File: config.mk
export PLATFORM = sky130hd
export DESIGN_NAME = single_wire_humidity_sensor_reader
export DESIGN_NICKNAME = d
export VERILOG_FILES = /design/src/hw/rtl/swhsr_pkg.sv /design/src/hw/rtl/swhsr_front.sv /design/src/hw/rtl/swhsr_back.sv /design/src/hw/rtl/single_wire_humidity_sensor_reader.sv
export SDC_FILE = /design/constraint.sdc
export NUM_CORES = 1
export LEC_CHECK = 0
export ABC_AREA = 1
export BUFFER_PORTS_ARGS = -buffer_cell sky130_fd_sc_hd__clkbuf_2
export CORE_ASPECT_RATIO = 2
export CORE_MARGIN = 3
export CORE_UTILIZATION = 45
export CTS_CLUSTER_DIAMETER = 50
export DETAILED_ROUTE_END_ITERATION = 7
export GPL_ROUTABILITY_DRIVEN = 0
export PLACE_DENSITY = 0.64
export SYNTH_ARGS = -nofsm -noshare
export SYNTH_HDL_FRONTEND = slang
export SYNTH_HIERARCHICAL = 1
export SYNTH_SLANG_ARGS = --single-unit
File: constraint.sdc
create_clock -name i_clk -period 3.5 [get_ports i_clk]
set_input_delay 0.7 -clock i_clk [delete_from_list [all_inputs] [get_ports i_clk]]
set_output_delay 0.7 -clock i_clk [all_outputs]
set_load 0.05 [all_outputs]
File: src/hw/rtl/swhsr_pkg.sv
package swhsr_pkg;

    typedef enum logic [3:0] {
        PH_IDLE,
        PH_START,
        PH_RELEASE,
        PH_RESP_LOW,
        PH_RESP_HIGH,
        PH_RESP_END,
        PH_BIT_LOW,
        PH_BIT_HIGH,
        PH_GAP
    } t_phase;

    localparam logic [2:0] CFG_THRESH  = 3'd0;
    localparam logic [2:0] CFG_TIMEOUT = 3'd1;
    localparam logic [2:0] CFG_START   = 3'd2;
    localparam logic [2:0] CFG_RELEASE = 3'd3;
    localparam logic [2:0] CFG_GAP     = 3'd4;
    localparam logic [2:0] CFG_TRIES   = 3'd5;
    localparam logic [2:0] CFG_HMAX    = 3'd6;
    localparam logic [2:0] CFG_TMAX    = 3'd7;

    localparam logic [1:0] FAIL_NONE   = 2'd0;
    localparam logic [1:0] FAIL_NORESP = 2'd1;
    localparam logic [1:0] FAIL_SUM    = 2'd2;
    localparam logic [1:0] FAIL_RANGE  = 2'd3;

    // Queue entry from the front (line sequencer) to the back (history/output).
    typedef struct packed {
        logic       drive_low;
        logic       busy;
        logic       done;
        logic       fail_done;
        logic [1:0] fail_reason;
        logic [9:0] hum;
        logic [8:0] temp;
    } t_evt;

endpackage

File: src/hw/rtl/swhsr_front.sv
module swhsr_front
    import swhsr_pkg::*;
(
    input  logic        i_clk,
    input  logic        i_rst_n,
    input  logic        i_cfg_we,
    input  logic [2:0]  i_cfg_idx,
    input  logic [19:0] i_cfg_data,
    input  logic        i_valid,
    output logic        o_ready,
    input  logic        i_line,
    input  logic        i_start,
    output logic        o_valid,
    input  logic        i_ready,
    output t_evt        o_evt
);

    logic [7:0]  r_thresh;
    logic [9:0]  r_timeout, r_release;
    logic [19:0] r_start_low, r_gap;
    logic [2:0]  r_tries;
    logic [10:0] r_hmax;
    logic [9:0]  r_tmax;

    t_phase      r_phase, n_phase;
    logic [19:0] r_cnt, n_cnt;
    logic [5:0]  r_bidx, n_bidx;
    logic [39:0] r_frame, n_frame;
    logic [2:0]  r_try, n_try;
    logic [1:0]  r_fail, n_fail;
    t_evt        r_evt;
    logic        r_vld;

    logic        acc;
    logic        push, pbit;
    logic        fdone, fok;
    logic [19:0] cnt_inc;
    logic [2:0]  tries;
    logic [7:0]  d0, d1, d2, d3, d4, sum8;
    logic [11:0] h, t;
    logic [9:0]  hs;
    logic [8:0]  ts;
    logic [39:0] fr_new;
    logic [5:0]  bi_new;

    assign o_ready = !r_vld || i_ready;
    assign acc     = i_valid && o_ready;
    assign o_valid = r_vld;
    assign o_evt   = r_evt;
    assign cnt_inc = r_cnt + 20'd1;
    assign tries   = (r_tries == 3'd0) ? 3'd1 : r_tries;

    assign fr_new = {r_frame[38:0], pbit};
    assign bi_new = r_bidx + 6'd1;
    assign d0 = fr_new[39:32];
    assign d1 = fr_new[31:24];
    assign d2 = fr_new[23:16];
    assign d3 = fr_new[15:8];
    assign d4 = fr_new[7:0];
    assign sum8 = d0 + d1 + d2 + d3;
    // x*10 as (x<<3)+(x<<1), narrow enough to stay combinational.
    assign h = ({4'd0, d0} << 3) + ({4'd0, d0} << 1) + {4'd0, d1};
    assign t = ({4'd0, d2} << 3) + ({4'd0, d2} << 1) + {4'd0, d3};
    assign hs = (h > 12'd1023) ? 10'd1023 : h[9:0];
    assign ts = (t > 12'd511) ? 9'd511 : t[8:0];

    always_comb begin
        n_phase = r_phase;
        n_cnt   = r_cnt;
        n_bidx  = r_bidx;
        n_frame = r_frame;
        n_try   = r_try;
        n_fail  = r_fail;
        push    = 1'b0;
        pbit    = 1'b0;
        fdone   = 1'b0;
        fok     = 1'b0;
        case (r_phase)
            PH_IDLE: begin
                if (i_start) begin
                    n_try = 3'd0; n_fail = FAIL_NONE;
                    n_phase = PH_START; n_cnt = 20'd1; n_bidx = '0; n_frame = '0;
                end
            end
            PH_START: begin
                if (r_cnt >= r_start_low) begin
                    n_phase = PH_RELEASE; n_cnt = 20'd1;
                end else n_cnt = cnt_inc;
            end
            PH_RELEASE: begin
                if (r_cnt >= {10'd0, r_release}) begin
                    n_phase = PH_RESP_LOW; n_cnt = '0;
                end else n_cnt = cnt_inc;
            end
            PH_RESP_LOW, PH_RESP_END: begin
                if (!i_line) begin
                    n_phase = (r_phase == PH_RESP_LOW) ? PH_RESP_HIGH : PH_BIT_LOW;
                    n_cnt = 20'd1;
                end else begin
                    n_cnt = cnt_inc;
                    if (cnt_inc > {10'd0, r_timeout}) begin
                        n_fail = FAIL_NORESP; n_phase = PH_GAP; n_cnt = '0;
                    end
                end
            end
            PH_RESP_HIGH: begin
                if (i_line) begin
                    n_phase = PH_RESP_END; n_cnt = 20'd1;
                end else begin
                    n_cnt = cnt_inc;
                    if (cnt_inc > {10'd0, r_timeout}) begin
                        n_fail = FAIL_NORESP; n_phase = PH_GAP; n_cnt = '0;
                    end
                end
            end
            PH_BIT_LOW: begin
                if (i_line) begin
                    n_phase = PH_BIT_HIGH; n_cnt = 20'd1;
                end else begin
                    n_cnt = cnt_inc;
                    if (cnt_inc > {10'd0, r_timeout}) begin
                        n_cnt = '0; push = 1'b1;
                    end
                end
            end
            PH_BIT_HIGH: begin
                if (!i_line) begin
                    pbit = r_cnt > {12'd0, r_thresh};
                    n_phase = PH_BIT_LOW; n_cnt = 20'd1; push = 1'b1;
                end else begin
                    n_cnt = cnt_inc;
                    if (cnt_inc > {10'd0, r_timeout}) begin
                        n_phase = PH_BIT_LOW; n_cnt = '0; push = 1'b1;
                    end
                end
            end
            PH_GAP: begin
                n_cnt = cnt_inc;
                if (cnt_inc >= r_gap) begin
                    if (r_try < 3'd7) n_try = r_try + 3'd1;
                    if (((r_try < 3'd7) ? r_try + 3'd1 : r_try) >= tries) begin
                        n_phase = PH_IDLE; n_cnt = '0; fdone = 1'b1;
                    end else begin
                        n_phase = PH_START; n_cnt = 20'd1; n_bidx = '0; n_frame = '0;
                    end
                end
            end
            default: begin
                n_phase = PH_IDLE; n_cnt = '0;
            end
        endcase
        if (push) begin
            n_frame = fr_new;
            n_bidx  = bi_new;
            if (bi_new >= 6'd40) begin
                if (sum8 != d4) begin
                    n_fail = FAIL_SUM; n_phase = PH_GAP; n_cnt = '0;
                end else if (h > {1'b0, r_hmax} || t > {2'b0, r_tmax}) begin
                    n_fail = FAIL_RANGE; n_phase = PH_GAP; n_cnt = '0;
                end else begin
                    n_fail = FAIL_NONE; n_phase = PH_IDLE; fok = 1'b1;
                end
            end
        end
    end

    always_ff @(posedge i_clk) begin
        if (!i_rst_n) begin
            r_thresh <= 8'd50; r_timeout <= 10'd100; r_start_low <= 20'd20000;
            r_release <= 10'd30; r_gap <= 20'd100000; r_tries <= 3'd3;
            r_hmax <= 11'd1000; r_tmax <= 10'd500;
        end else if (i_cfg_we) begin
            case (i_cfg_idx)
                CFG_THRESH:  r_thresh    <= i_cfg_data[7:0];
                CFG_TIMEOUT: r_timeout   <= i_cfg_data[9:0];
                CFG_START:   r_start_low <= i_cfg_data;
                CFG_RELEASE: r_release   <= i_cfg_data[9:0];
                CFG_GAP:     r_gap       <= i_cfg_data;
                CFG_TRIES:   r_tries     <= i_cfg_data[2:0];
                CFG_HMAX:    r_hmax      <= i_cfg_data[10:0];
                CFG_TMAX:    r_tmax      <= i_cfg_data[9:0];
                default: ;
            endcase
        end
    end

    always_ff @(posedge i_clk) begin
        if (!i_rst_n) begin
            r_phase <= PH_IDLE; r_cnt <= '0; r_bidx <= '0; r_frame <= '0;
            r_try <= '0; r_fail <= FAIL_NONE; r_vld <= 1'b0;
        end else begin
            if (acc) begin
                r_phase <= n_phase; r_cnt <= n_cnt; r_bidx <= n_bidx;
                r_frame <= n_frame; r_try <= n_try; r_fail <= n_fail;
                r_vld <= 1'b1;
            end else if (i_ready) begin
                r_vld <= 1'b0;
            end
        end
    end

    always_ff @(posedge i_clk) begin
        if (acc) begin
            r_evt.drive_low   <= n_phase == PH_START;
            r_evt.busy        <= n_phase != PH_IDLE;
            r_evt.done        <= fok;
            r_evt.fail_done   <= fdone;
            r_evt.fail_reason <= n_fail;
            r_evt.hum         <= hs;
            r_evt.temp        <= ts;
        end
    end

endmodule

File: src/hw/rtl/swhsr_back.sv
module swhsr_back
    import swhsr_pkg::*;
#(
    parameter int HISTORY_DEPTH = 8
) (
    input  logic       i_clk,
    input  logic       i_rst_n,
    input  logic       i_valid,
    output logic       o_ready,
    input  t_evt       i_evt,
    output logic       o_valid,
    input  logic       i_ready,
    output logic       o_drive_low,
    output logic       o_busy_res,
    output logic       o_done_res,
    output logic       o_read_ok,
    output logic [1:0] o_fail_reason,
    output logic [9:0] o_humidity_tenths,
    output logic [8:0] o_temp_tenths,
    output logic       o_averaged
);

    localparam int AW = (HISTORY_DEPTH > 1) ? $clog2(HISTORY_DEPTH) : 1;
    localparam int HW = 10 + $clog2(HISTORY_DEPTH + 1);
    localparam int TW = 9 + $clog2(HISTORY_DEPTH + 1);
    localparam logic [AW-1:0] LAST = AW'(HISTORY_DEPTH - 1);
    localparam logic [HW-1:0] HHALF = HW'(HISTORY_DEPTH / 2);
    localparam logic [TW-1:0] THALF = TW'(HISTORY_DEPTH / 2);
    localparam int LG  = $clog2(HISTORY_DEPTH);
    localparam int HPW = 2 * HW + 1;
    localparam int TPW = 2 * TW + 1;
    localparam int HSH = HW + LG;
    localparam int TSH = TW + LG;
    localparam int HMW = HW + 1;
    localparam int TMW = TW + 1;
    // Reciprocal of the depth rounded up; the upper product bits then give the exact
    // floor quotient for every total the accumulators can hold.
    localparam logic [HMW-1:0] HMUL = HMW'((2 ** HSH + HISTORY_DEPTH - 1) / HISTORY_DEPTH);
    localparam logic [TMW-1:0] TMUL = TMW'((2 ** TSH + HISTORY_DEPTH - 1) / HISTORY_DEPTH);

    // Stage 1 reads the old entries; stage 2 updates totals and forms the output.
    logic [9:0]    hmem [HISTORY_DEPTH];
    logic [8:0]    tmem [HISTORY_DEPTH];
    logic [9:0]    r_hold;
    logic [8:0]    r_told;
    logic [AW-1:0] r_slot;
    logic          r_full;
    logic [HW-1:0] r_htot;
    logic [TW-1:0] r_ttot;
    t_evt          r_s1;
    logic          r_v1, r_v2;
    logic          adv2, adv1;
    logic [HW-1:0] htot_n;
    logic [TW-1:0] ttot_n;
    logic          full_n;
    logic [HPW-1:0] hprod;
    logic [TPW-1:0] tprod;
    logic [9:0]    hq;
    logic [8:0]    tq;

    assign adv2    = r_v1 && (!r_v2 || i_ready);
    assign o_ready = !r_v1 || adv2;
    assign adv1    = i_valid && o_ready;
    assign o_valid = r_v2;

    // An entry read before it was first written only matters when the store is full,
    // and by then every entry has been written.
    assign htot_n = r_full ? r_htot - HW'(r_hold) + HW'(r_s1.hum) : r_htot + HW'(r_s1.hum);
    assign ttot_n = r_full ? r_ttot - TW'(r_told) + TW'(r_s1.temp) : r_ttot + TW'(r_s1.temp);
    assign full_n = r_full || (r_slot == LAST);
    assign hprod = HPW'(htot_n + HHALF) * HPW'(HMUL);
    assign tprod = TPW'(ttot_n + THALF) * TPW'(TMUL);
    assign hq = hprod[HSH +: 10];
    assign tq = tprod[TSH +: 9];

    always_ff @(posedge i_clk) begin
        if (adv1) begin
            r_s1 <= i_evt;
        end
        if (adv1 && i_evt.done) begin
            r_hold <= hmem[r_slot + (r_v1 && r_s1.done && !adv2 ? AW'(1) : AW'(0))];
            r_told <= tmem[r_slot + (r_v1 && r_s1.done && !adv2 ? AW'(1) : AW'(0))];
        end
        if (adv2 && r_s1.done) begin
            hmem[r_slot] <= r_s1.hum;
            tmem[r_slot] <= r_s1.temp;
        end
    end

    always_ff @(posedge i_clk) begin
        if (!i_rst_n) begin
            r_v1 <= 1'b0; r_v2 <= 1'b0; r_slot <= '0; r_full <= 1'b0;
            r_htot <= '0; r_ttot <= '0;
        end else begin
            if (adv1) r_v1 <= 1'b1;
            else if (adv2) r_v1 <= 1'b0;
            if (adv2) r_v2 <= 1'b1;
            else if (i_ready) r_v2 <= 1'b0;
            if (adv2 && r_s1.done) begin
                r_slot <= (r_slot == LAST) ? '0 : r_slot + AW'(1);
                r_full <= full_n;
                r_htot <= htot_n;
                r_ttot <= ttot_n;
            end
        end
    end

    always_ff @(posedge i_clk) begin
        if (adv2) begin
            o_drive_low   <= r_s1.drive_low;
            o_busy_res    <= r_s1.busy;
            o_done_res    <= r_s1.done || r_s1.fail_done;
            o_read_ok     <= r_s1.done;
            o_fail_reason <= r_s1.fail_reason;
            o_averaged    <= r_s1.done && full_n;
            if (!r_s1.done) begin
                o_humidity_tenths <= '0;
                o_temp_tenths     <= '0;
            end else if (full_n) begin
                o_humidity_tenths <= hq;
                o_temp_tenths     <= tq;
            end else begin
                o_humidity_tenths <= r_s1.hum;
                o_temp_tenths     <= r_s1.temp;
            end
        end
    end

endmodule

File: src/hw/rtl/single_wire_humidity_sensor_reader.sv
// Single-wire humidity and temperature sensor reader. Each accepted word is one
// microsecond tick with the sampled wire level and a start request, and each tick
// returns exactly one result word with the wire drive, status and, on a successful
// finish, the reading (raw until HISTORY_DEPTH readings are stored, then the rounded
// mean). A front sequencer handles the wire protocol and a back stage keeps the
// histories: its first stage reads the old entry, its second updates the totals.
// One word is taken every clock cycle while the output is not stalled.
module single_wire_humidity_sensor_reader
    import swhsr_pkg::*;
#(
    parameter int HISTORY_DEPTH = 8
) (
    input  logic        i_clk,
    input  logic        i_rst_n,
    input  logic        i_cfg_we,
    input  logic [2:0]  i_cfg_idx,
    input  logic [19:0] i_cfg_data,
    input  logic        i_valid,
    output logic        o_ready,
    input  logic        i_line_level,
    input  logic        i_start_read,
    output logic        o_valid,
    input  logic        i_ready,
    output logic        o_drive_low,
    output logic        o_busy_res,
    output logic        o_done_res,
    output logic        o_read_ok,
    output logic [1:0]  o_fail_reason,
    output logic [9:0]  o_humidity_tenths,
    output logic [8:0]  o_temp_tenths,
    output logic        o_averaged
);

    t_evt evt;
    logic evt_valid, evt_ready;

    swhsr_front u_front (
        .i_clk(i_clk), .i_rst_n(i_rst_n),
        .i_cfg_we(i_cfg_we), .i_cfg_idx(i_cfg_idx), .i_cfg_data(i_cfg_data),
        .i_valid(i_valid), .o_ready(o_ready),
        .i_line(i_line_level), .i_start(i_start_read),
        .o_valid(evt_valid), .i_ready(evt_ready), .o_evt(evt)
    );

    swhsr_back #(.HISTORY_DEPTH(HISTORY_DEPTH)) u_back (
        .i_clk(i_clk), .i_rst_n(i_rst_n),
        .i_valid(evt_valid), .o_ready(evt_ready), .i_evt(evt),
        .o_valid(o_valid), .i_ready(i_ready),
        .o_drive_low(o_drive_low), .o_busy_res(o_busy_res),
        .o_done_res(o_done_res), .o_read_ok(o_read_ok),
        .o_fail_reason(o_fail_reason), .o_humidity_tenths(o_humidity_tenths),
        .o_temp_tenths(o_temp_tenths), .o_averaged(o_averaged)
    );

endmodule

# Yosys cells after proc, flatten, opt, wreduce, memory -nomap -nowiden

Memory sizes are Yosys's and may differ from the RTL's. A register that Yosys moved wholly into a read port is not among the register bits.
Cells that the tools add are included.

Memories kept: 2
Register bits: 276
Bits in writable memories: 152
Bits in read-only memories: 0
Bits in latches: 0
Input bits: 30
Word-level logic and storage cells: 220

Memories:

| name        | words | width | rd ports | clocked after Yosys merged registers in | write ports | RTL line         | source |
|---|---|---|---|---|---|---|---|
| u_back.hmem | 8     | 10    | 1        | 1                                       | 1           | swhsr_back.sv:42 | `logic [9:0] hmem [HISTORY_DEPTH];` |
| u_back.tmem | 8     | 9     | 1        | 1                                       | 1           | swhsr_back.sv:43 | `logic [8:0] tmem [HISTORY_DEPTH];` |

Add/sub/neg operators: 20
Div/mod/pow operators: 0
Muxes and demuxes: 76
Equal/unequal tests: 23
Shift operators: 0
Order comparisons: 12
Bitwise gates (word level): 2
Reduce and logical (&&, ||, !) cells: 42
Multipliers: 0

Operators with widths:

| kind                    | number |
|---|---|
| $mux W20                | 11 |
| $mux W39                | 4 |
| $pmux W20 S6            | 1 |
| $pmux W39 S2            | 1 |
| $mux W4                 | 14 |
| $ge A20 B20 Y1          | 2 |
| $pmux W4 S8             | 1 |
| $add A14 B10 Y14        | 2 |
| $add A13 B9 Y13         | 2 |
| $add A11 B9 Y12         | 2 |
| $add A12 B8 Y12         | 2 |
| $add A8 B8 Y8           | 3 |
| $mux W6                 | 4 |
| $add A20 B1 Y20 const B | 1 |
| $ge A20 B10 Y1          | 1 |
| $gt A20 B10 Y1          | 1 |
| $gt A20 B8 Y1           | 1 |
| $mux W1                 | 18 |
| $mux W2                 | 9 |
| $reduce_and A2 Y1       | 9 |
| $eq A4 B3 Y1 const B    | 4 |
| $eq A3 B3 Y1 const B    | 5 |
| $mux W3                 | 5 |
| $mux W14                | 1 |
| other kinds (44)        | 71 |

# Longest topological paths before layout

Gate-level depths: netlist (run 1).

Word-level depth: 10
Depth in mapped cells: 30
Gate-level depth less buffers: 30

# By module

The synthesis (run 1) kept the hierarchy.

Modules (own cells, without submodules):

| module      | cells each | seq. area each (µm²) | area an instance (µm²) | times used |
|---|---|---|---|---|
| swhsr_back  | 1473       | 7287.0               | 13467.9                | 1 |
| swhsr_front | 1702       | 4093.9               | 12398.1                | 1 |

# Worst setup path before layout (run 1)

Ideal clock, no wire load.

Kind: flip-flop to flip-flop
Start: register u_front.r_frame[33]
End: register u_front.r_evt (netlist bit u_front/o_evt[23]) (data pin)
Library setup time: 0.273 ns
Slack: -0.104 ns
Clock period less this slack: 3.604 ns
Data required time: 3.227 ns
Stages on the path, launching flop included: 25
Data arrival time: 3.331 ns
Path through: dfxtp_1 -> inv_1 -> fa_1 -> inv_1 -> fa_1 -> a21oi_1 -> o21bai_1 -> a21oi_1 -> o21bai_1 -> a21oi_1 -> o21bai_1 -> xor2_1 -> inv_1 -> ha_1 -> nand2_1 -> nor2_1 -> nand4_1 -> nand2_1 -> nand2_1 -> nor2_1 -> nand2_1 -> nand3_1 -> nand2_1 -> inv_1 -> nand4_1

Word-level cells in the longest chain between the ends: 9
Elaborated cells between the ends (all ways): 13
Those cells by class: 5 x add/sub; 1 x order compare; 1 x eq/ne; 4 x mux; 2 x reduce/logical

RTL lines:

| element                  | RTL line           | source |
|---|---|---|
| start: declaration       | swhsr_front.sv:28  | `logic [39:0] r_frame, n_frame;` |
| start signal: assignment | swhsr_front.sv:194 | `r_frame <= n_frame; r_try <= n_try; r_fail <= n_fail;` |
| $add A11 B9 Y12          | swhsr_front.sv:62  | `assign h = ({4'd0, d0} << 3) + ({4'd0, d0} << 1) + {4'd0, d1};` |
| $add A12 B8 Y12          | swhsr_front.sv:62  |  |
| $gt A12 B11 Y1           | swhsr_front.sv:158 | `end else if (h > {1'b0, r_hmax} \|\| t > {2'b0, r_tmax}) begin` |
| $logic_or A1 B1 Y1       | swhsr_front.sv:158 |  |
| $mux W4                  | swhsr_front.sv:158 |  |
| $mux W4 (*)              | swhsr_front.sv:156 | `if (sum8 != d4) begin` |
| $mux W4 (*)              | swhsr_front.sv:155 | `if (bi_new >= 6'd40) begin` |
| $mux W4 (*)              | swhsr_front.sv:152 | `if (push) begin` |
| $reduce_bool A4 Y1 (*)   | swhsr_front.sv:205 | `r_evt.busy <= n_phase != PH_IDLE;` |
| end: declaration         | swhsr_front.sv:31  | `t_evt r_evt;` |

Every way passes the cells marked *; elsewhere a longest branch is shown, timed or not.
A chain may end at the register's enable or synchronous reset.

# Worst setup path after layout (run 1)

Start: register u_front.r_frame[26]
End: register u_front.r_evt (netlist bit u_front/o_evt[20]) (data pin)

Word-level cells in the longest chain between the ends: 7
Elaborated cells between the ends (all ways): 11
Those cells by class: 4 x add/sub; 1 x order compare; 1 x eq/ne; 4 x mux; 1 x reduce/logical

RTL lines:

| element                                                    | RTL line                               | source |
|---|---|---|
| $add A8 B8 Y8 / $add A12 B8 Y12 (equally long branches)    | swhsr_front.sv:60, swhsr_front.sv:62   |  |
| $add A8 B8 Y8 / $gt A12 B11 Y1 (equally long branches)     | swhsr_front.sv:60, swhsr_front.sv:158  |  |
| $add A8 B8 Y8 / $logic_or A1 B1 Y1 (equally long branches) | swhsr_front.sv:60, swhsr_front.sv:158  |  |
| $ne A8 B8 Y1 / $mux W2 (equally long branches)             | swhsr_front.sv:156, swhsr_front.sv:158 |  |
| $mux W2 (*)                                                | swhsr_front.sv:156                     |  |
| $mux W2 (*)                                                | swhsr_front.sv:155                     |  |
| $mux W2 (*)                                                | swhsr_front.sv:152                     |  |
| via u_front.n_fail[1]                                      | swhsr_front.sv:30                      | `logic [1:0] r_fail, n_fail;` |

Mark *: on every way through the listed nets, which the timed path passes. The rest lies on a longest branch.

==> reports/metrics.yaml, run 1 <==
outcome:
  status: "complete, but fails checks"
  violations: "negative setup slack"
clocking:
  clkSinkCount: 445
  clkLatencyLatePin_ps: 580
  htreeDepth: 2
  ctsHoldBuffers: 0
  root_buffer: "clkbuf_16"
  clk_path_buf_depth: 3
  clkTransAtPathRegs_ps: 70
  cts_tree: "built"
  cts_buffers: 43
pwr:
  p_int_mw: 8.55
  pwr-share-clk: 0.403
  ir_drop_mv: 0.392
  p_total_mw: 11.6
  p_per_area_nw_per_um2: 386
  power_leakage_nw: 13.8
  combPwrFrac: 0.108
  p_switching_mw: 3.03
  sequentialPowerShare: 0.489
  sw_frac_of_total: 0.262
global_routing:
  grt_pass1_vias: 22400
  grt_util_all_layers: 0.238
  antenna_found_initial: 2
  grt_pass1_wl_um: 115000
  grt_overflow_total: 0
  grt_max_degree: 98
timing:
  fin_crit_sh: 1.08
  setup_ws_ps: -281
  relSlewSlack: 0.273
  skew_ps: 14.9
  max_freq_mhz: 264
  tightest_slew_ps: 1090
  rsz0062_at_grt: "true"
  fin_crit_ps: 3780
  hold_viol_final: 0
  slew_violations: 0
  setup_viol_count_final: 9
  hold_slack_ps: 362
placed_design:
  portBuffers: 57
  placedCellCount: 4073
  dp_hpwl_um: 54900
floorplan:
  fp.dieW_um: 176
  die_h_um: 345
  initial_utilization: 0.457
  die_area_um2: 60600
  placementRows: 123
  num_io_pins: 58
  core_um2: 56600
setup_path:
  endpoint_kind: "register"
  worstSetupStartpointType: "register"
  crit_fanout: 4
  setup.worst_path.class: "register to register"
  cp_data_arrival_time_ps: 4100
  slowest_stage: "fa_1"
  path_cells: "inv_2 > fa_1 > inv_2 > fa_2 > a21oi_2 > o21bai_1 > a21oi_1 > o21bai_1 > a21oi_1 > o21bai_1 > xor2_1 > inv_1 > ha_4 > nand2_2 > nor2_2 > nand4_1 > nand2_2 > nand2_2 > nor2_1 > nand2_1 > nand3_2 > buf_4 > buf_4 > nand2_1"
  cp.required_ps: 3820
  max_stage_delay_ps: 550
drt:
  ant_nets: 0
  drc: 0
  wl_per_cell_um: 17.5
  first_pass_iters: 6
  via_per_inst: 5.35
  routed_wl_um: 72900
  drt_iter0_markers: 1344
  via_count: 22300
layout:
  seqCellArea_um2: 11400
  layout_commonest_cell: "nand2_1"
  nFillCells: 5300
  final_cells: 4169
  areaGrowthSynthToFinish_pct: 16.0
  layout_common_cells: "nand2_1, inv_1, nor2_1"
  multi_input_area_um2: 12500
  drive_gt1_frac: 0.144
  nets: 3636
yosys:
  synth-compound-area-share: 0.121
  synthSimpleGateAreaFrac: 0.218
  synthArstFlopShare: 0
  syn_nets: 3429
  ys.flop_type: "edfxtp_1"
  synthDistinctLibCells: 54
  syn_area_um2: 25900
  synth-xor-area-share: 0.0124
  synthTopCellsByArea: "edfxtp_1, dfxtp_1, nand2_1, ha_1, inv_1"
  synth-seq-area-share: 0.440
  ys_warn_count: 6
  yosysTopAreaCellShare: 0.287
  synth.area.mux_share: 0
  synth_top_family_by_area: "simple AND/OR/NAND/NOR gates"
  synth_top_area_cell: "edfxtp_1"
  synthCells: 3175
  synth-edff-count: 247
  synthAdderAreaFrac: 0.122
  synth_seq_cells: 445
  synth_area_per_cell_um2: 8.15
flow_run:
  maxCapViolCount: 0
hold_path:
  hold_class: "primary input to register"
worst max-delay path: cells and delay by family (launching register included):
family	cells	cell delay (ps)
and+or+nand+nor	9	740
adders and majority gates	3	1180
xor gates and xnor gates	1	190
DFF	1	340
buffers and inverters	5	390
AOI/OAI and AO/OA	6	710
path summary, 6_finish.rpt:
check	cells past startpoint	startpoint	slack [ps]	endpoint
min reg2reg	0	u_front/o_evt[24]	420	u_back/r_s1[24]
max reg2reg	24	u_front/r_frame[26]	-280	u_front/o_evt[20]
min	3	i_cfg_data[16]	360	u_front/r_gap[16]
max	24	u_front/r_frame[26]	-280	u_front/o_evt[20]
kinds of logic (layout without fill, tap and decap cells):
| group | Yosys count | count (layout) |
|---|---|---|
| DFF | 445 | 445 |
| and+or+nand+nor | 1327 | 1327 |
| AOI/OAI and AO/OA | 570 | 570 |
| adders and majority gates | 224 | 224 |
| xor gates and xnor gates | 35 | 35 |
| other | 0 | 2 |
| buffers and inverters | 574 | 816 |
state kept, by name (all words and copies together), names as in the netlist, 6 cells and up:
name / count
u_front/r_tmax: 10
u_back/o_temp_tenths: 9
u_front/r_thresh: 8
u_back/hmem: 80
u_front/r_bidx: 6
u_back/r_s1: 25
u_front/r_timeout: 10
u_back/r_told: 9
u_back/r_ttot: 12
u_front/o_evt: 25
u_front/r_cnt: 20
u_back/tmem: 72
u_front/r_frame: 39
u_front/r_start_low: 20
u_back/r_htot: 13
u_front/r_gap: 20
u_back/o_humidity_tenths: 10
u_front/r_hmax: 11
u_back/r_hold: 10
u_front/r_release: 10
through the flow:
stage	util	TNS, ps	cell area (um2)	worst slack, ps
3_3_place_gp	0.497	-2080	28200	-338
3_5_place_dp	0.497	-2780	28200	-387
4_1_cts	0.525	-1580	29700	-294
2_1_floorplan	-	0	25900	23.1
5_1_grt	0.530	-4730	30000	-564
6_report	0.530	-1470	30000	-281
layout make-up:
cell class / count / area share
clock inverter: 22 / 0.00821
tap: 750 / 0.0313
multi-input combinational: 2156 / 0.418
antenna: 2 / 0.000167
inverter: 476 / 0.0599
clock buffer: 58 / 0.0387
timing repair buffer: 260 / 0.0636
sequential: 445 / 0.380
power groups by stage:
stage,sequential [mW],combinational [mW],clock (mW)
after floorplan,5.80,0.789,0
after global placement,5.78,1.16,0
after detailed placement,5.78,1.20,0
after CTS,5.67,1.21,4.78
after global routing,5.67,1.39,4.95
final,5.67,1.25,4.67
synthesized netlist by cell type, types with 29 or more instances:
| cell | number |
|---|---|
| ha_1 | 177 |
| nand3_1 | 171 |
| a21oi_1 | 234 |
| nand4_1 | 43 |
| nand2_1 | 699 |
| nor2_1 | 319 |
| xor2_1 | 29 |
| o211ai_1 | 32 |
| inv_1 | 468 |
| o21ai_0 | 210 |
| fa_1 | 47 |
| edfxtp_1 | 247 |
| clkbuf_1 | 76 |
| dfxtp_1 | 198 |
timing repair:
item                                    in CTS  in global routing
pin swaps                                   14                 15
cloned                                       1                  0
endpoints found under the setup margin      71                 83
gates resized for setup                     17                 63
setup buffers                                4                 10
layer usage:
metal / wire [um] / GRT usage
met3: 3050 / 0.0257
met2: 39200 / 0.456
met4: 5520 / 0.156
met1: 25100 / 0.236
met5: 13 / 0
Power figures use the tool's default switching activity.
==> run 2, diff against run 1 <==
--- a/config.mk
+++ b/config.mk
@@ -13,7 +13,9 @@
 export CTS_CLUSTER_DIAMETER = 50
 export DETAILED_ROUTE_END_ITERATION = 7
 export GPL_ROUTABILITY_DRIVEN = 0
+export HOLD_SLACK_MARGIN = 0.1
 export PLACE_DENSITY = 0.64
+export SKIP_LAST_GASP = 1
 export SYNTH_ARGS = -nofsm -noshare
 export SYNTH_HDL_FRONTEND = slang
 export SYNTH_HIERARCHICAL = 1
==> reports/metrics.yaml, run 2 (synthesis gave the netlist of run 1 again) <==
outcome:
  status: "complete, but fails checks"
  violations: "negative setup slack"
pwr:
  ir_drop_mv: 0.392  # about the same
  p_per_area_nw_per_um2: 386  # about the same
  p_total_mw: 11.6  # about the same
  power_leakage_nw: 13.8  # unchanged
drt:
  via_count: 22300  # +0.081%
  via_per_inst: 5.36  # about the same
  drt_iter0_markers: 1377  # +2.5%
  wl_per_cell_um: 17.5  # about the same
  routed_wl_um: 73000  # about the same
  met2_length_um: 39300  # +0.11%
  drc: 0  # unchanged
  dr_wl_met3_um: 2960  # -2.7%
  wl_met1_um: 25200  # +0.53%
  ant_nets: 0  # unchanged
  routed.top_layer: "met5"
  first_pass_iters: 8  # +2
clocking:
  clkSinkCount: 445  # unchanged
  clk_path_buf_depth: 3  # unchanged
  root_buffer: "clkbuf_16"
  cts_buffers: 43  # unchanged
  cts_tree: "built"
  htreeDepth: 2  # unchanged
  clkTransAtPathRegs_ps: 70  # about the same
  clkLatencyLatePin_ps: 580  # about the same
global_routing:
  grt_pass1_wl_um: 115000  # unchanged
  grt_util_all_layers: 0.238  # unchanged
  antenna_found_initial: 2  # unchanged
  grt_max_degree: 98  # unchanged
  grt_pass1_vias: 22400  # unchanged
  grt_overflow_total: 0  # unchanged
layout:
  layout_commonest_cell: "nand2_1"
  largest_reg_flops: 80  # unchanged
  nets: 3636  # unchanged
  final_cells: 4169  # unchanged
  stdcell_area_um2: 30000  # about the same
  top_register: "u_back/hmem"
  layout_common_cells: "nand2_1, inv_1, nor2_1"
  reg_top3: "u_back/hmem: 80 flops, u_back/tmem: 72 flops, u_front/r_frame: 39 flops"
  drive_gt1_frac: 0.144  # -0.000293
  areaGrowthSynthToFinish_pct: 16.0  # about the same
timing:
  rsz0062_at_grt: "true"
  relSlewSlack: 0.269  # -0.00326
  setup_viol_count_final: 9  # unchanged
  max_freq_mhz: 265  # about the same
  fin_crit_ps: 3780  # -2.08 ps
  skew_ps: 14.7  # -0.197 ps
  hold_slack_ps: 363  # +1.24 ps
  setup_ws_ps: -279  # +2.08 ps
  slew_violations: 0  # unchanged
  hold_viol_final: 0  # unchanged
  tightest_slew_ps: 1100  # +4.89 ps
  fin_crit_sh: 1.08  # about the same
flow_run:
  maxCapViolCount: 0  # unchanged
hold_path:
  hold_start: "i_cfg_data[16]"
  hold_class: "primary input to register"
  worst_hold_path.num_cells: 3  # unchanged
  whs_endpoint: "u_front/r_gap[16]"
floorplan:
  initial_utilization: 0.457  # unchanged
  core_um2: 56600  # unchanged
  fp.dieW_um: 176  # unchanged
  die_area_um2: 60600  # unchanged
  placementRows: 123  # unchanged
  num_io_pins: 58  # unchanged
  die_h_um: 345  # unchanged
setup_path:
  r2r-end: "u_front/o_evt[20]"
  path_cells: "inv_2 > fa_1 > inv_2 > fa_2 > a21oi_2 > o21bai_1 > a21oi_1 > o21bai_1 > a21oi_1 > o21bai_1 > xor2_1 > inv_1 > ha_4 > nand2_2 > nor2_2 > nand4_1 > nand2_2 > nand2_2 > nor2_1 > nand2_1 > nand3_2 > buf_4 > buf_4 > nand2_1"
  reg2regPathDepth: 24  # unchanged
  worstSetupStartpointType: "register"
  setup.worst_path.class: "register to register"
  rr_startpoint: "u_front/r_frame[26]"
  crit_fanout: 4  # unchanged
  cp.required_ps: 3820  # about the same
  max_stage_delay_ps: 550  # about the same
  slowest_stage: "fa_1"
  endpoint_kind: "register"
  rrSetupSlack_ps: -280  # about the same
  cp_data_arrival_time_ps: 4100  # about the same
placed_design:
  dp_hpwl_um: 54900  # unchanged
  portBuffers: 57  # unchanged
  place_ws_ps: -387  # unchanged
  placedCellCount: 4073  # unchanged
  place_area_um2: 28200  # unchanged
-- run 2: cell types whose count changed in the layout (fill, tap and decap cells not counted) --
cell | previous run | this run
nand2_1 | 689 | 690
nand2_2 | 37 | 36
-- run 2: per-layer routing --
| layer | GRT usage | vias to the layer above |
|---|---|---|
| met2 | 0.456 | 692 |
| met5 | 0 | - |
| li1 | - | 10800 |
| met3 | 0.0257 | 276 |
| met4 | 0.156 | 2 |
| met1 | 0.236 | 10500 |
-- run 2: layout make-up --
cell class	instances	area, um2
fillers	5300	26600
multi-input cells	2156	12500
flip-flops and latches	445	11400
repair buffers	260	1910
inverters	476	1800
clock buffers	58	1160
well taps	750	938
clock inverters	22	246
diodes	2	5.00
-- run 2: worst max path at each step --
stage                        startpoint                end  slack (ps)  depth (start not counted)
global placement    u_front/r_frame[34]  u_front/o_evt[23]        -340                         25
CTS                 u_front/r_frame[26]  u_front/o_evt[23]        -290                         24
global route        u_front/r_frame[26]  u_front/o_evt[20]        -560                         24
detailed placement  u_front/r_frame[33]  u_front/o_evt[23]        -390                         24
finish              u_front/r_frame[26]  u_front/o_evt[20]        -280                         24
floorplan           u_front/r_frame[26]  u_front/o_evt[23]          20                         24
-- run 2: timing repair --
item / in CTS / in global routing
resized for setup: 17 / 62
gates cloned: 1 / 0
endpoints found under the setup margin: 71 / 83
buffers inserted: 4 / 10
hold buffers: 0 / 0
pin swaps: 14 / 15
-- run 2: metrics by stage --
stage                     TNS (ps)  utilization
after floorplan                  0            -
after global placement       -2080        0.497
after detailed placement     -2780        0.497
after CTS                    -1580        0.525
after global routing         -4770        0.530
final                        -1450        0.530
-- run 2: where the power goes --
group          switching (mW)  total (mW)  internal [mW]
Combinational           0.847        1.25          0.399
Clock                    2.13        4.67           2.54
Sequential             0.0584        5.67           5.61
Total                    3.03        11.6           8.55
-- run 2: critical path, delay by kind of cell, from the launching register on --
family / cells / cell delay [ps]
xor gates and xnor gates: 1 / 190
DFF: 1 / 340
and+or+nand+nor: 9 / 740
buffers and inverters: 5 / 390
AOI/OAI and AO/OA: 6 / 710
adders and majority gates: 3 / 1180
==> run 3, diff against run 2 <==
--- a/config.mk
+++ b/config.mk
@@ -6,11 +6,12 @@
 export NUM_CORES = 1
 export LEC_CHECK = 0
 export ABC_AREA = 1
-export BUFFER_PORTS_ARGS = -buffer_cell sky130_fd_sc_hd__clkbuf_2
+export BUFFER_PORTS_ARGS = -buffer_cell sky130_fd_sc_hd__buf_2
 export CORE_ASPECT_RATIO = 2
 export CORE_MARGIN = 3
 export CORE_UTILIZATION = 45
 export CTS_CLUSTER_DIAMETER = 50
+export CTS_CLUSTER_SIZE = 12
 export DETAILED_ROUTE_END_ITERATION = 7
 export GPL_ROUTABILITY_DRIVEN = 0
 export HOLD_SLACK_MARGIN = 0.1
==> constraint.sdc (replaced) <==
create_clock -name i_clk -period 3.3 [get_ports i_clk]
set_input_delay 0.66 -clock i_clk [delete_from_list [all_inputs] [get_ports i_clk]]
set_output_delay 0.66 -clock i_clk [all_outputs]
set_load 0.05 [all_outputs]
==> reports/metrics.yaml, run 3 (synthesis gave the netlist of run 1 again) <==
outcome:
  status: "complete, but fails checks"
  violations: "negative setup slack"
drt:
  first_pass_iters: 6  # -2
  via_per_inst: 5.41  # +0.97%
  routed_wl_um: 78100  # +7.1%
  drt_iter0_markers: 1670  # +21%
  ant_nets: 0  # unchanged
  via_count: 22900  # +2.4%
  drc: 0  # unchanged
  wl_per_cell_um: 18.5  # +5.6%
setup_path:
  cp.required_ps: 3620  # -200 ps
  path_common_cell: "nand2_2"
  max_stage_delay_ps: 480  # -70 ps
  critPathBufInv: 4  # -1
  reg2regPathDepth: 23  # -4.2%
  cp_data_arrival_time_ps: 4180  # +80 ps
  slowest_stage: "fa_1"
  crit_path_start: "u_front/r_frame[33]"
  setup.worst_path.class: "register to register"
  rrSetupSlack_ps: -560  # -280 ps
  cp.depth: 23  # -4.2%
  path_delay_family: "adder cells"
  worstSetupStartpointType: "register"
  endpoint_kind: "register"
  path_cells: "buf_4 > fa_1 > ha_1 > inv_1 > o21bai_1 > a21oi_1 > o21bai_1 > a21oi_2 > o21bai_1 > xor2_1 > inv_1 > ha_4 > nand2_2 > nor2_2 > nand4_1 > nand2_2 > nand2_2 > nor2_1 > nand2_1 > nand3_2 > nand2_2 > inv_2 > nand4_1"
  r2r-end: "u_front/o_evt[23]"
  worstSetupEndpoint: "u_front/o_evt[23]"
  rr_startpoint: "u_front/r_frame[33]"
  crit_fanout: 3  # -1
layout:
  top_register: "u_back/hmem"
  layout_common_cells: "nand2_1, inv_1, nor2_1"
  drive_gt1_frac: 0.185  # +0.0407
  nets: 3700  # +1.8%
  fin_util: 0.552  # +0.0219
  layout_commonest_cell: "nand2_1"
  stdcell_area_um2: 31200  # +4.1%
  areaGrowthSynthToFinish_pct: 20.8
  largest_reg_flops: 80  # unchanged
  reg_top3: "u_back/hmem: 80 flops, u_back/tmem: 72 flops, u_front/r_frame: 39 flops"
floorplan:
  placementRows: 123  # unchanged
  fp.dieW_um: 176  # unchanged
  die_h_um: 345  # unchanged
  die_area_um2: 60600  # unchanged
  initial_utilization: 0.457  # unchanged
  core_um2: 56600  # unchanged
  num_io_pins: 58  # unchanged
pwr:
  power_leakage_nw: 14.3  # +3.7%
  ir_drop_mv: 0.330  # -16%
  p_per_area_nw_per_um2: 397  # +2.9%
clocking:
  clkSinkCount: 445  # unchanged
  root_buffer: "clkbuf_16"
  cts_buffers: 46  # +7.0%
  clk_path_buf_depth: 3  # unchanged
  clkTransAtPathRegs_ps: 60  # about the same
  htreeDepth: 2  # unchanged
  cts_tree: "built"
  clkLatencyLatePin_ps: 580  # about the same
  ctsHoldBuffers: 0  # unchanged
global_routing:
  grt_util_all_layers: 0.244  # +0.00684
  grt_max_degree: 94  # -4.1%
  antenna_found_initial: 1  # -1
  grt_pass1_wl_um: 118000  # +2.4%
  grt_pass1_vias: 22900  # +2.4%
  grt_overflow_total: 0  # unchanged
timing:
  setup_ws_ps: -560  # -281 ps
  fin_crit_ps: 3860  # +80.8 ps
  rsz0062_at_grt: "true"
  relSlewSlack: 0.325  # +0.0553
  setup_viol_count_final: 9  # unchanged
  hold_viol_final: 0  # unchanged
  max_freq_mhz: 259  # -2.1%
  fin_crit_sh: 1.17  # +0.0899
  slew_violations: 0  # unchanged
  tightest_slew_ps: 1010  # -84.1 ps
  skew_ps: 26.7  # +12.0 ps
placed_design:
  dp_hpwl_um: 56100  # +2.2%
  portBuffers: 57  # unchanged
  place_area_um2: 28400  # +0.73%
flow_run:
  maxCapViolCount: 0  # unchanged
hold_path:
  hold_class: "primary input to register"
-- run 3: changes by cell type in the layout (fill, tap and decap cells not counted), sizes merged --
| cell | before | now |
|---|---|---|
| clkinvlp | 4 | 1 |
| buf | 204 | 314 |
| bufinv | 2 | 1 |
| inv | 477 | 476 |
| clkbuf | 114 | 72 |
| diode | 2 | 1 |
| clkinv | 15 | 10 |
| nand3b | 11 | 13 |
-- run 3: where the power goes --
group | switching (mW) | internal (mW) | leakage [nW]
combinational | 0.975 | 0.483 | 9.70
clock | 2.22 | 2.72 | 0.659
sequential | 0.0592 | 5.95 | 3.91
total | 3.26 | 9.15 | 14.3
-- run 3: per-stage QoR --
stage / power (mW) / hold slack (ps) / instances / setup slack, ps / setup TNS [ps]
after global routing: 12.9 / 308 / 4227 / -814 / -9090
after floorplan: 6.99 / 400 / 3175 / -159 / -338
final: 12.4 / 315 / 4228 / -560 / -4160
after detailed placement: 7.40 / 405 / 4103 / -548 / -11920
after global placement: 7.35 / 404 / 4103 / -490 / -11350
after CTS: 12.4 / 289 / 4198 / -490 / -3460
-- run 3: worst min-delay path: stages --
cell	delay (ps)
buf_2	80
nand2_1	50
o211ai_1	70
-- run 3: final cells by class --
type	instances	area [um2]
Sequential cell	445	11400
Timing Repair Buffer	318	2500
Timing Repair inverter	1	16.3
Inverter	476	1830
Multi-Input combinational cell	2158	13200
Antenna cell	1	2.50
Clock buffer	68	1250
Tap cell	750	938
Clock inverter	11	118
Fill cell	5196	25400
-- run 3: layer usage --
metal	wire, um	track usage	up-vias
met5	0	0	-
met4	6880	0.182	0
met3	3090	0.0281	325
met2	41700	0.464	717
met1	26500	0.237	10800
li1	-	-	11000
-- run 3: repair_timing --
item / 4_1_cts / 5_1_grt
pin swaps: 7 / 86
setup buffers: 13 / 25
gates resized for setup: 43 / 190
gates cloned: 4 / 8
endpoints found under the setup margin: 78 / 97
-- run 3: how the worst min path moves through the flow --
stage,startpoint,to,depth (start not counted)
6_report,i_cfg_data[16],u_front/r_gap[16],3
3_5_place_dp,u_front/o_evt[17],u_back/r_s1[17],0
3_3_place_gp,u_front/o_evt[19],u_back/r_s1[19],0
2_1_floorplan,u_back/r_s1[23],u_back/o_busy_res,0
5_1_grt,i_cfg_data[16],u_front/r_gap[16],3
4_1_cts,i_cfg_data[14],u_front/r_start_low[14],3
